File: src/hdl/subm_pkg.sv
// shared types and constants for the first substring match block
package subm_pkg;

    localparam int CAPACITY_DEFAULT = 64;
    localparam int BYTE_W           = 8;
    localparam int POS_W            = 6;

    // command codes carried in the operation field
    typedef enum logic [1:0] {
        OP_CLEAR   = 2'd0,
        OP_TEXT    = 2'd1,
        OP_PATTERN = 2'd2,
        OP_SEARCH  = 2'd3
    } op_t;

    typedef struct packed {
        op_t               operation;
        logic [BYTE_W-1:0] data_byte;
    } cmd_t;

    typedef struct packed {
        logic             match_found;
        logic [POS_W-1:0] match_position;
    } res_t;

    // sequencer to output stage: result ready this cycle
    typedef struct packed {
        logic done;
        res_t result;
    } seq_status_t;

endpackage

File: src/hdl/subm_ram.sv
// generic single write port ram with registered read
module subm_ram #(
    parameter int WIDTH = 8,
    parameter int DEPTH = 64
) (
    input  logic                     clk,
    input  logic                     we,
    input  logic [$clog2(DEPTH)-1:0] waddr,
    input  logic [WIDTH-1:0]         wdata,
    input  logic [$clog2(DEPTH)-1:0] raddr,
    output logic [WIDTH-1:0]         rdata
);

    logic [WIDTH-1:0] mem [DEPTH];
    logic [WIDTH-1:0] rdata_reg;

    // write and registered read
    always_ff @(posedge clk)
    begin
        if (we)
        begin
            mem[waddr] <= wdata;
        end
        rdata_reg <= mem[raddr];
    end

    assign rdata = rdata_reg;

endmodule

File: src/hdl/subm_seq.sv
// command handling, store lengths and the iterative compare sequencer
module subm_seq
    import subm_pkg::*;
#(
    parameter int CAPACITY = CAPACITY_DEFAULT
) (
    input  logic                        clk,
    input  logic                        rst_n,
    input  logic                        cmd_valid,
    output logic                        cmd_stall,
    input  cmd_t                        cmd_item,
    input  logic                        out_free,
    output seq_status_t                 status,
    output logic                        text_we,
    output logic                        pat_we,
    output logic [$clog2(CAPACITY)-1:0] waddr,
    output logic [BYTE_W-1:0]           wdata,
    output logic [$clog2(CAPACITY)-1:0] text_raddr,
    output logic [$clog2(CAPACITY)-1:0] pat_raddr,
    input  logic [BYTE_W-1:0]           text_rdata,
    input  logic [BYTE_W-1:0]           pat_rdata
);

    localparam int AW = $clog2(CAPACITY);
    localparam int LW = $clog2(CAPACITY + 1);

    typedef enum logic [1:0] {
        S_IDLE,
        S_READ,
        S_CMP,
        S_FINISH
    } state_t;

    state_t           state_reg, state_next;
    logic [LW-1:0]    tlen_reg, tlen_next;
    logic [LW-1:0]    plen_reg, plen_next;
    logic [AW-1:0]    start_reg, start_next;
    logic [AW-1:0]    k_reg, k_next;
    logic             found_reg, found_next;
    logic [POS_W-1:0] pos_reg, pos_next;

    logic          accept;
    logic          text_room;
    logic          pat_room;
    logic          bytes_equal;
    logic          last_k;
    logic          next_start_fits;
    logic [LW:0]   next_end;

    assign accept    = cmd_valid && !cmd_stall;
    assign cmd_stall = (state_reg != S_IDLE);
    assign text_room = (tlen_reg < LW'(CAPACITY));
    assign pat_room  = (plen_reg < LW'(CAPACITY));

    // store writes for append commands
    assign text_we = accept && (cmd_item.operation == OP_TEXT) && text_room;
    assign pat_we  = accept && (cmd_item.operation == OP_PATTERN) && pat_room;
    assign waddr   = (cmd_item.operation == OP_TEXT) ? tlen_reg[AW-1:0] : plen_reg[AW-1:0];
    assign wdata   = cmd_item.data_byte;

    // read addresses for the current comparison
    assign text_raddr = start_reg + k_reg;
    assign pat_raddr  = k_reg;

    // shared compare unit
    assign bytes_equal     = (text_rdata == pat_rdata);
    assign last_k          = ((LW'(k_reg) + LW'(1)) == plen_reg);
    assign next_end        = (LW+1)'(start_reg) + (LW+1)'(1) + (LW+1)'(plen_reg);
    assign next_start_fits = (next_end <= (LW+1)'(tlen_reg));

    // result handed to the output stage
    assign status.done                  = (state_reg == S_FINISH) && out_free;
    assign status.result.match_found    = found_reg;
    assign status.result.match_position = pos_reg;

    // next state and datapath
    always_comb
    begin
        state_next = state_reg;
        tlen_next  = tlen_reg;
        plen_next  = plen_reg;
        start_next = start_reg;
        k_next     = k_reg;
        found_next = found_reg;
        pos_next   = pos_reg;
        unique case (state_reg)
            S_IDLE:
            begin
                if (accept)
                begin
                    unique case (cmd_item.operation)
                        OP_CLEAR:
                        begin
                            tlen_next = '0;
                            plen_next = '0;
                        end
                        OP_TEXT:
                        begin
                            if (text_room)
                            begin
                                tlen_next = tlen_reg + LW'(1);
                            end
                        end
                        OP_PATTERN:
                        begin
                            if (pat_room)
                            begin
                                plen_next = plen_reg + LW'(1);
                            end
                        end
                        OP_SEARCH:
                        begin
                            start_next = '0;
                            k_next     = '0;
                            found_next = 1'b0;
                            pos_next   = '0;
                            if (plen_reg == '0 || plen_reg > tlen_reg)
                            begin
                                state_next = S_FINISH;
                            end
                            else
                            begin
                                state_next = S_READ;
                            end
                        end
                        default:
                        begin
                            state_next = S_IDLE;
                        end
                    endcase
                end
            end
            S_READ:
            begin
                state_next = S_CMP;
            end
            S_CMP:
            begin
                priority if (bytes_equal && last_k)
                begin
                    found_next = 1'b1;
                    pos_next   = POS_W'(start_reg);
                    state_next = S_FINISH;
                end
                else if (bytes_equal)
                begin
                    k_next     = k_reg + AW'(1);
                    state_next = S_READ;
                end
                else if (next_start_fits)
                begin
                    start_next = start_reg + AW'(1);
                    k_next     = '0;
                    state_next = S_READ;
                end
                else
                begin
                    state_next = S_FINISH;
                end
            end
            S_FINISH:
            begin
                if (out_free)
                begin
                    state_next = S_IDLE;
                end
            end
            default:
            begin
                state_next = S_IDLE;
            end
        endcase
    end

    // state and registered values
    always_ff @(posedge clk or negedge rst_n)
    begin
        if (!rst_n)
        begin
            state_reg <= S_IDLE;
            tlen_reg  <= '0;
            plen_reg  <= '0;
        end
        else
        begin
            state_reg <= state_next;
            tlen_reg  <= tlen_next;
            plen_reg  <= plen_next;
        end
    end

    always_ff @(posedge clk)
    begin
        start_reg <= start_next;
        k_reg     <= k_next;
        found_reg <= found_next;
        pos_reg   <= pos_next;
    end

endmodule

File: src/hdl/first_substring_match.sv
// top level: first occurrence substring search over text and pattern stores
// sequencing: clear and append are accepted without a stall; a search runs each byte
// comparison through the single shared comparator (memory read then compare),
// then enters a finish state that waits for the output register to be free
// flow: one transaction at a time while a search runs; further commands stall
// reset: lengths cleared and no result pending; store contents are not reset
module first_substring_match
    import subm_pkg::*;
#(
    parameter int CAPACITY = CAPACITY_DEFAULT
) (
    input  logic clk,
    input  logic rst_n,
    input  logic cmd_valid,
    output logic cmd_stall,
    input  cmd_t cmd_item,
    output logic res_valid,
    input  logic res_stall,
    output res_t res_item
);

    localparam int AW = $clog2(CAPACITY);

    seq_status_t       status;
    logic              out_free;
    logic              text_we;
    logic              pat_we;
    logic [AW-1:0]     waddr;
    logic [BYTE_W-1:0] wdata;
    logic [AW-1:0]     text_raddr;
    logic [AW-1:0]     pat_raddr;
    logic [BYTE_W-1:0] text_rdata;
    logic [BYTE_W-1:0] pat_rdata;
    logic              res_valid_reg;
    res_t              res_reg;

    subm_seq #(
        .CAPACITY (CAPACITY)
    ) u_seq (
        .clk        (clk),
        .rst_n      (rst_n),
        .cmd_valid  (cmd_valid),
        .cmd_stall  (cmd_stall),
        .cmd_item   (cmd_item),
        .out_free   (out_free),
        .status     (status),
        .text_we    (text_we),
        .pat_we     (pat_we),
        .waddr      (waddr),
        .wdata      (wdata),
        .text_raddr (text_raddr),
        .pat_raddr  (pat_raddr),
        .text_rdata (text_rdata),
        .pat_rdata  (pat_rdata)
    );

    // text store
    subm_ram #(
        .WIDTH (BYTE_W),
        .DEPTH (CAPACITY)
    ) u_text_ram (
        .clk   (clk),
        .we    (text_we),
        .waddr (waddr),
        .wdata (wdata),
        .raddr (text_raddr),
        .rdata (text_rdata)
    );

    // pattern store
    subm_ram #(
        .WIDTH (BYTE_W),
        .DEPTH (CAPACITY)
    ) u_pat_ram (
        .clk   (clk),
        .we    (pat_we),
        .waddr (waddr),
        .wdata (wdata),
        .raddr (pat_raddr),
        .rdata (pat_rdata)
    );

    // output register, free when empty or being taken
    assign out_free = !res_valid_reg || !res_stall;

    always_ff @(posedge clk or negedge rst_n)
    begin
        if (!rst_n)
        begin
            res_valid_reg <= 1'b0;
        end
        else if (status.done)
        begin
            res_valid_reg <= 1'b1;
        end
        else if (!res_stall)
        begin
            res_valid_reg <= 1'b0;
        end
    end

    always_ff @(posedge clk)
    begin
        if (status.done)
        begin
            res_reg <= status.result;
        end
    end

    assign res_valid = res_valid_reg;
    assign res_item  = res_reg;

endmodule

File: config.mk
export PLATFORM = sky130hd
export DESIGN_NAME = first_substring_match
export DESIGN_NICKNAME = d
export VERILOG_FILES = /design/src/hdl/subm_pkg.sv /design/src/hdl/subm_ram.sv /design/src/hdl/subm_seq.sv /design/src/hdl/first_substring_match.sv
export SDC_FILE = /design/constraint.sdc
export NUM_CORES = 1
export LEC_CHECK = 0
export ABC_CLOCK_PERIOD_IN_PS = 5850
export BUFFER_PORTS_ARGS = -buffer_cell sky130_fd_sc_hd__buf_2
export CORE_MARGIN = 2
export CORE_UTILIZATION = 35
export CTS_CLUSTER_DIAMETER = 80
export DETAILED_ROUTE_END_ITERATION = 7
export GPL_TIMING_DRIVEN = 0
export RECOVER_POWER = 50
export SKIP_CTS_REPAIR_TIMING = 1
export SLEW_MARGIN = 40
export SYNTH_ARGS = -nofsm -noshare
export SYNTH_HDL_FRONTEND = slang
export SYNTH_SLANG_ARGS = --single-unit
File: constraint.sdc
create_clock -name clk -period 5.85 [get_ports clk]
set_clock_uncertainty 0.15 [all_clocks]
set_input_delay 1.17 -clock clk [delete_from_list [all_inputs] [get_ports clk]]
set_output_delay 1.17 -clock clk [all_outputs]
set_load 0.01 [all_outputs]
==> metrics.md <==
| Metric | Value |
|---|---|
| Post-route minimum period | 4.790 ns |
| Slew @ Worst Pin | 3.454 ns |
| Post-Syn Area | 42770 um2 |
| Count leader, synth | edfxtp_1 |
| RSZ-0062 raised after global routing | false |
| PortBufs | 22 |
| Initial DRC count | approximately 2200 |
| Top delay family on crit path | buffers and inverters |
| Worst setup EP type | register |
| Post-synthesis xor/xnor area fraction | less than 1% |
| Final GP Congestion | 0.8627 |
| Max_cap viols | 13 |
| Yosys top cell area share | around three quarters |
| First-pass GRT wire length | 151.2 mm |
| Placed instance area | around 45000 um2 |
| PnR worst setup slack | 1.060 ns |
| Pin count of the biggest net entering global routing | 98 |
| DRC Markers | 0 |
| VDD IR max | 0.4156 mV |
| Die height | 353.6 um |
| FMAX | ~210 MHz |
| Compound-gate portion of the synthesized area | 1.308% |
| Synth warn | 0 |
| Number of global-route vias before repair | 21550 |
| I/O pins | 23 |
| Starting Density | 35.18% |
| Buf/Inv on CP | 2 |
| Die area | about 130000 um2 |
| Synthesis-to-finish area growth | 13.63% |
| Core Region | approximately 120000 um2 |
| Setup slack after placement | 0.9672 ns |
| Remaining antenna violation count | 0 |
| Num rows | ~130 |
| Worst Path Required | 5.98 ns |
| Ys async rst share | 1.570% |
| TritonRoute pass-1 iters | 6 |
| CTS tree | built |
| H-tree depth | 3 |
| Largest registers | u_pat_ram.mem (512), u_text_ram.mem (512) |
| Sink Count | 1083 |
| Hold crit path type | reg2reg |
| Initial antenna violation count | 3 |
| DIE WIDTH | 353.6 um |
| Syn Area/Cell | 21.15 um2 |
| Violated checks | max-capacitance violations, max-slew violations |
| Sequential-to-total area share from yosys stat | 75.47% |
| Syn_nets | 2069 |
| Crit share post-route | 81.88% |
| Total number of vias | around 21000 |
| Unique masters post-synth | 51 |
| Pleak | 14.98 nW |
| Final Cell Area | 48600 um2 |
| Pwr per Cell Area | 564.9 nW/um2 |
| Final hold violations | 0 |
| Top post-synthesis cells by area | edfxtp_1 (74%), mux4_2 (16%), nor2_1 (1.4%), dfrtp_1 (0.99%), ha_1 (0.91%) |
| Final setup TNS | 0 ns |
| Skew-Pair Late Insertion Delay | 0.68 ns |
| Vias per cell | 5.410 |
| Wire per inst | 26.76 um |
| Simple-gate share of the synthesized area | 3.534% |
| Max clock buf depth | 3 |
| WS Path Type | in2reg |
| CP peak stage delay | between 2 and 2.5 ns |
| Cell taking the most area after synthesis | edfxtp_1 |
| Fraction of layout cells with a size suffix above 1 | between 20% and 30% |
| Nature of the critical path startpoint | input pin |
| Largest family of logic cells by synthesized area | multiplexers |
| Pwr Total | between 20 and 30 mW |
| Reg clk slew, reported paths | 0.06 ns |
| Slew HR | -130.3% |
| CP max FO | 73 |
| Post-Route WL | 103.6 mm |
| Dpl hpwl | 67.39 mm |
| Cells after synthesis | around 2000 |
| Remaining global-route overflow | 0 |
| Adder-Cell Fraction of Synth Area | 1.001% |
| Status | complete, but fails checks |
| GRT Util Overall | 16.50% |
| Root Buffer | clkbuf_16 |
| Top_reg_cell synth | edfxtp_1 |
| Nets | 2206 |
| Post-synth top cells | edfxtp_1 (1050), mux4_2 (312), nor2_1 (164), nand2_1 (78), clkbuf_1 (58) |
| Critical Path, Cell by Cell | clkbuf_1, clkbuf_2 |
| CP max-delay cell | clkbuf_1 |
| Total CTS buffers | 104 |
| # setup viols final | 0 |
| Proportion of synthesized area in mux cells | 16.57% |
| Seq cells post-synth | 1083 |
| Slew Limit Fails | 902 |
| Post-synth EDFFs | 1050 |
| WP data arrival | 4.92 ns |
| Post-layout util | 39.98% |
==> routing by layer <==
metal | share of wire, % | track usage (%) | up-vias
met3 | 6.9 | 2.897 | 169
met2 | 48 | 26.67 | 839
li1 | - | - | 8661
met1 | 42 | 23.02 | 11280
met5 | 0.017 | 0 | -
met4 | 2.8 | 4.732 | 4
==> power breakdown <==
part	internal (mW)	switching (mW)	leakage [nW]	total [mW]
combinational	4.79	6.88	3.48	11.7
clock	3.97	2.88	1.70	6.85
sequential	8.76	0.171	9.80	8.93
==> per-stage QoR <==
stage,std cells,hold WS (ns)
finish,3872,0.2692
global route,3871,0.2714
CTS,3871,0.2597
detailed placement,3678,0.2545
global placement,3669,0.2536
floorplan,2022,0.2503
==> layout make-up <==
class / count / area (um2)
Fill cell: 10620 / 72960
Sequential cell: 1083 / 32280
Multi-Input combinational cell: 825 / 10130
Clock buffer: 129 / 2843
Tap cell: 1625 / 2033
Clock inverter: 64 / 629.4
Buffer: 98 / 480.5
Timing Repair Buffer: 31 / 141.4
Inverter: 16 / 60.06
Antenna cell: 1 / 2.502
==> cell usage in the layout (no fill, tap or decap), types with 20 or more instances in the layout <==
master,Yosys,final
nand2_1,78,75
nor2_1,164,128
buf_2,25,39
mux4_2,312,312
clkinv_2,0,20
xor2_1,22,20
clkinv_1,0,21
clkbuf_2,0,20
nor2_2,0,36
clkbuf_1,58,75
clkbuf_16,0,109
ha_1,31,31
a21oi_1,24,24
edfxtp_1,1050,1050
==> logic make-up (layout without fill, tap and decap cells) <==
group | after synthesis | count (layout)
adders and majority gates | 33 | 33
AOI/OAI and AO/OA | 89 | 89
buffers and inverters | 114 | 338
muxes | 318 | 318
DFF | 1083 | 1083
other | 0 | 1
xor gates and xnor gates | 42 | 42
and+or+nand+nor | 343 | 343
==> worst paths after layout <==
path / startpoint / end / slack, ns / cells past startpoint
min in group asynchronous: rst_n / u_seq.state_reg[0]$_DFFE_PN0P_ / 0.52 / 1
max in group asynchronous: rst_n / u_seq.plen_reg[6]$_DFFE_PN0P_ / 4.36 / 1
max reg2reg: u_seq.start_reg[0]$_SDFFCE_PN0P_ / u_text_ram.rdata[2]$_DFF_P_ / 1.19 / 10
max: cmd_item[1] / u_pat_ram.mem[23][1]$_DFFE_PP_ / 1.06 / 2
min reg2reg: u_seq.pos_reg[2]$_SDFFCE_PN0P_ / res_item[2]$_DFFE_PP_ / 0.27 / 0
min: u_seq.pos_reg[2]$_SDFFCE_PN0P_ / res_item[2]$_DFFE_PP_ / 0.27 / 0
(Power assumes the default switching activity.)
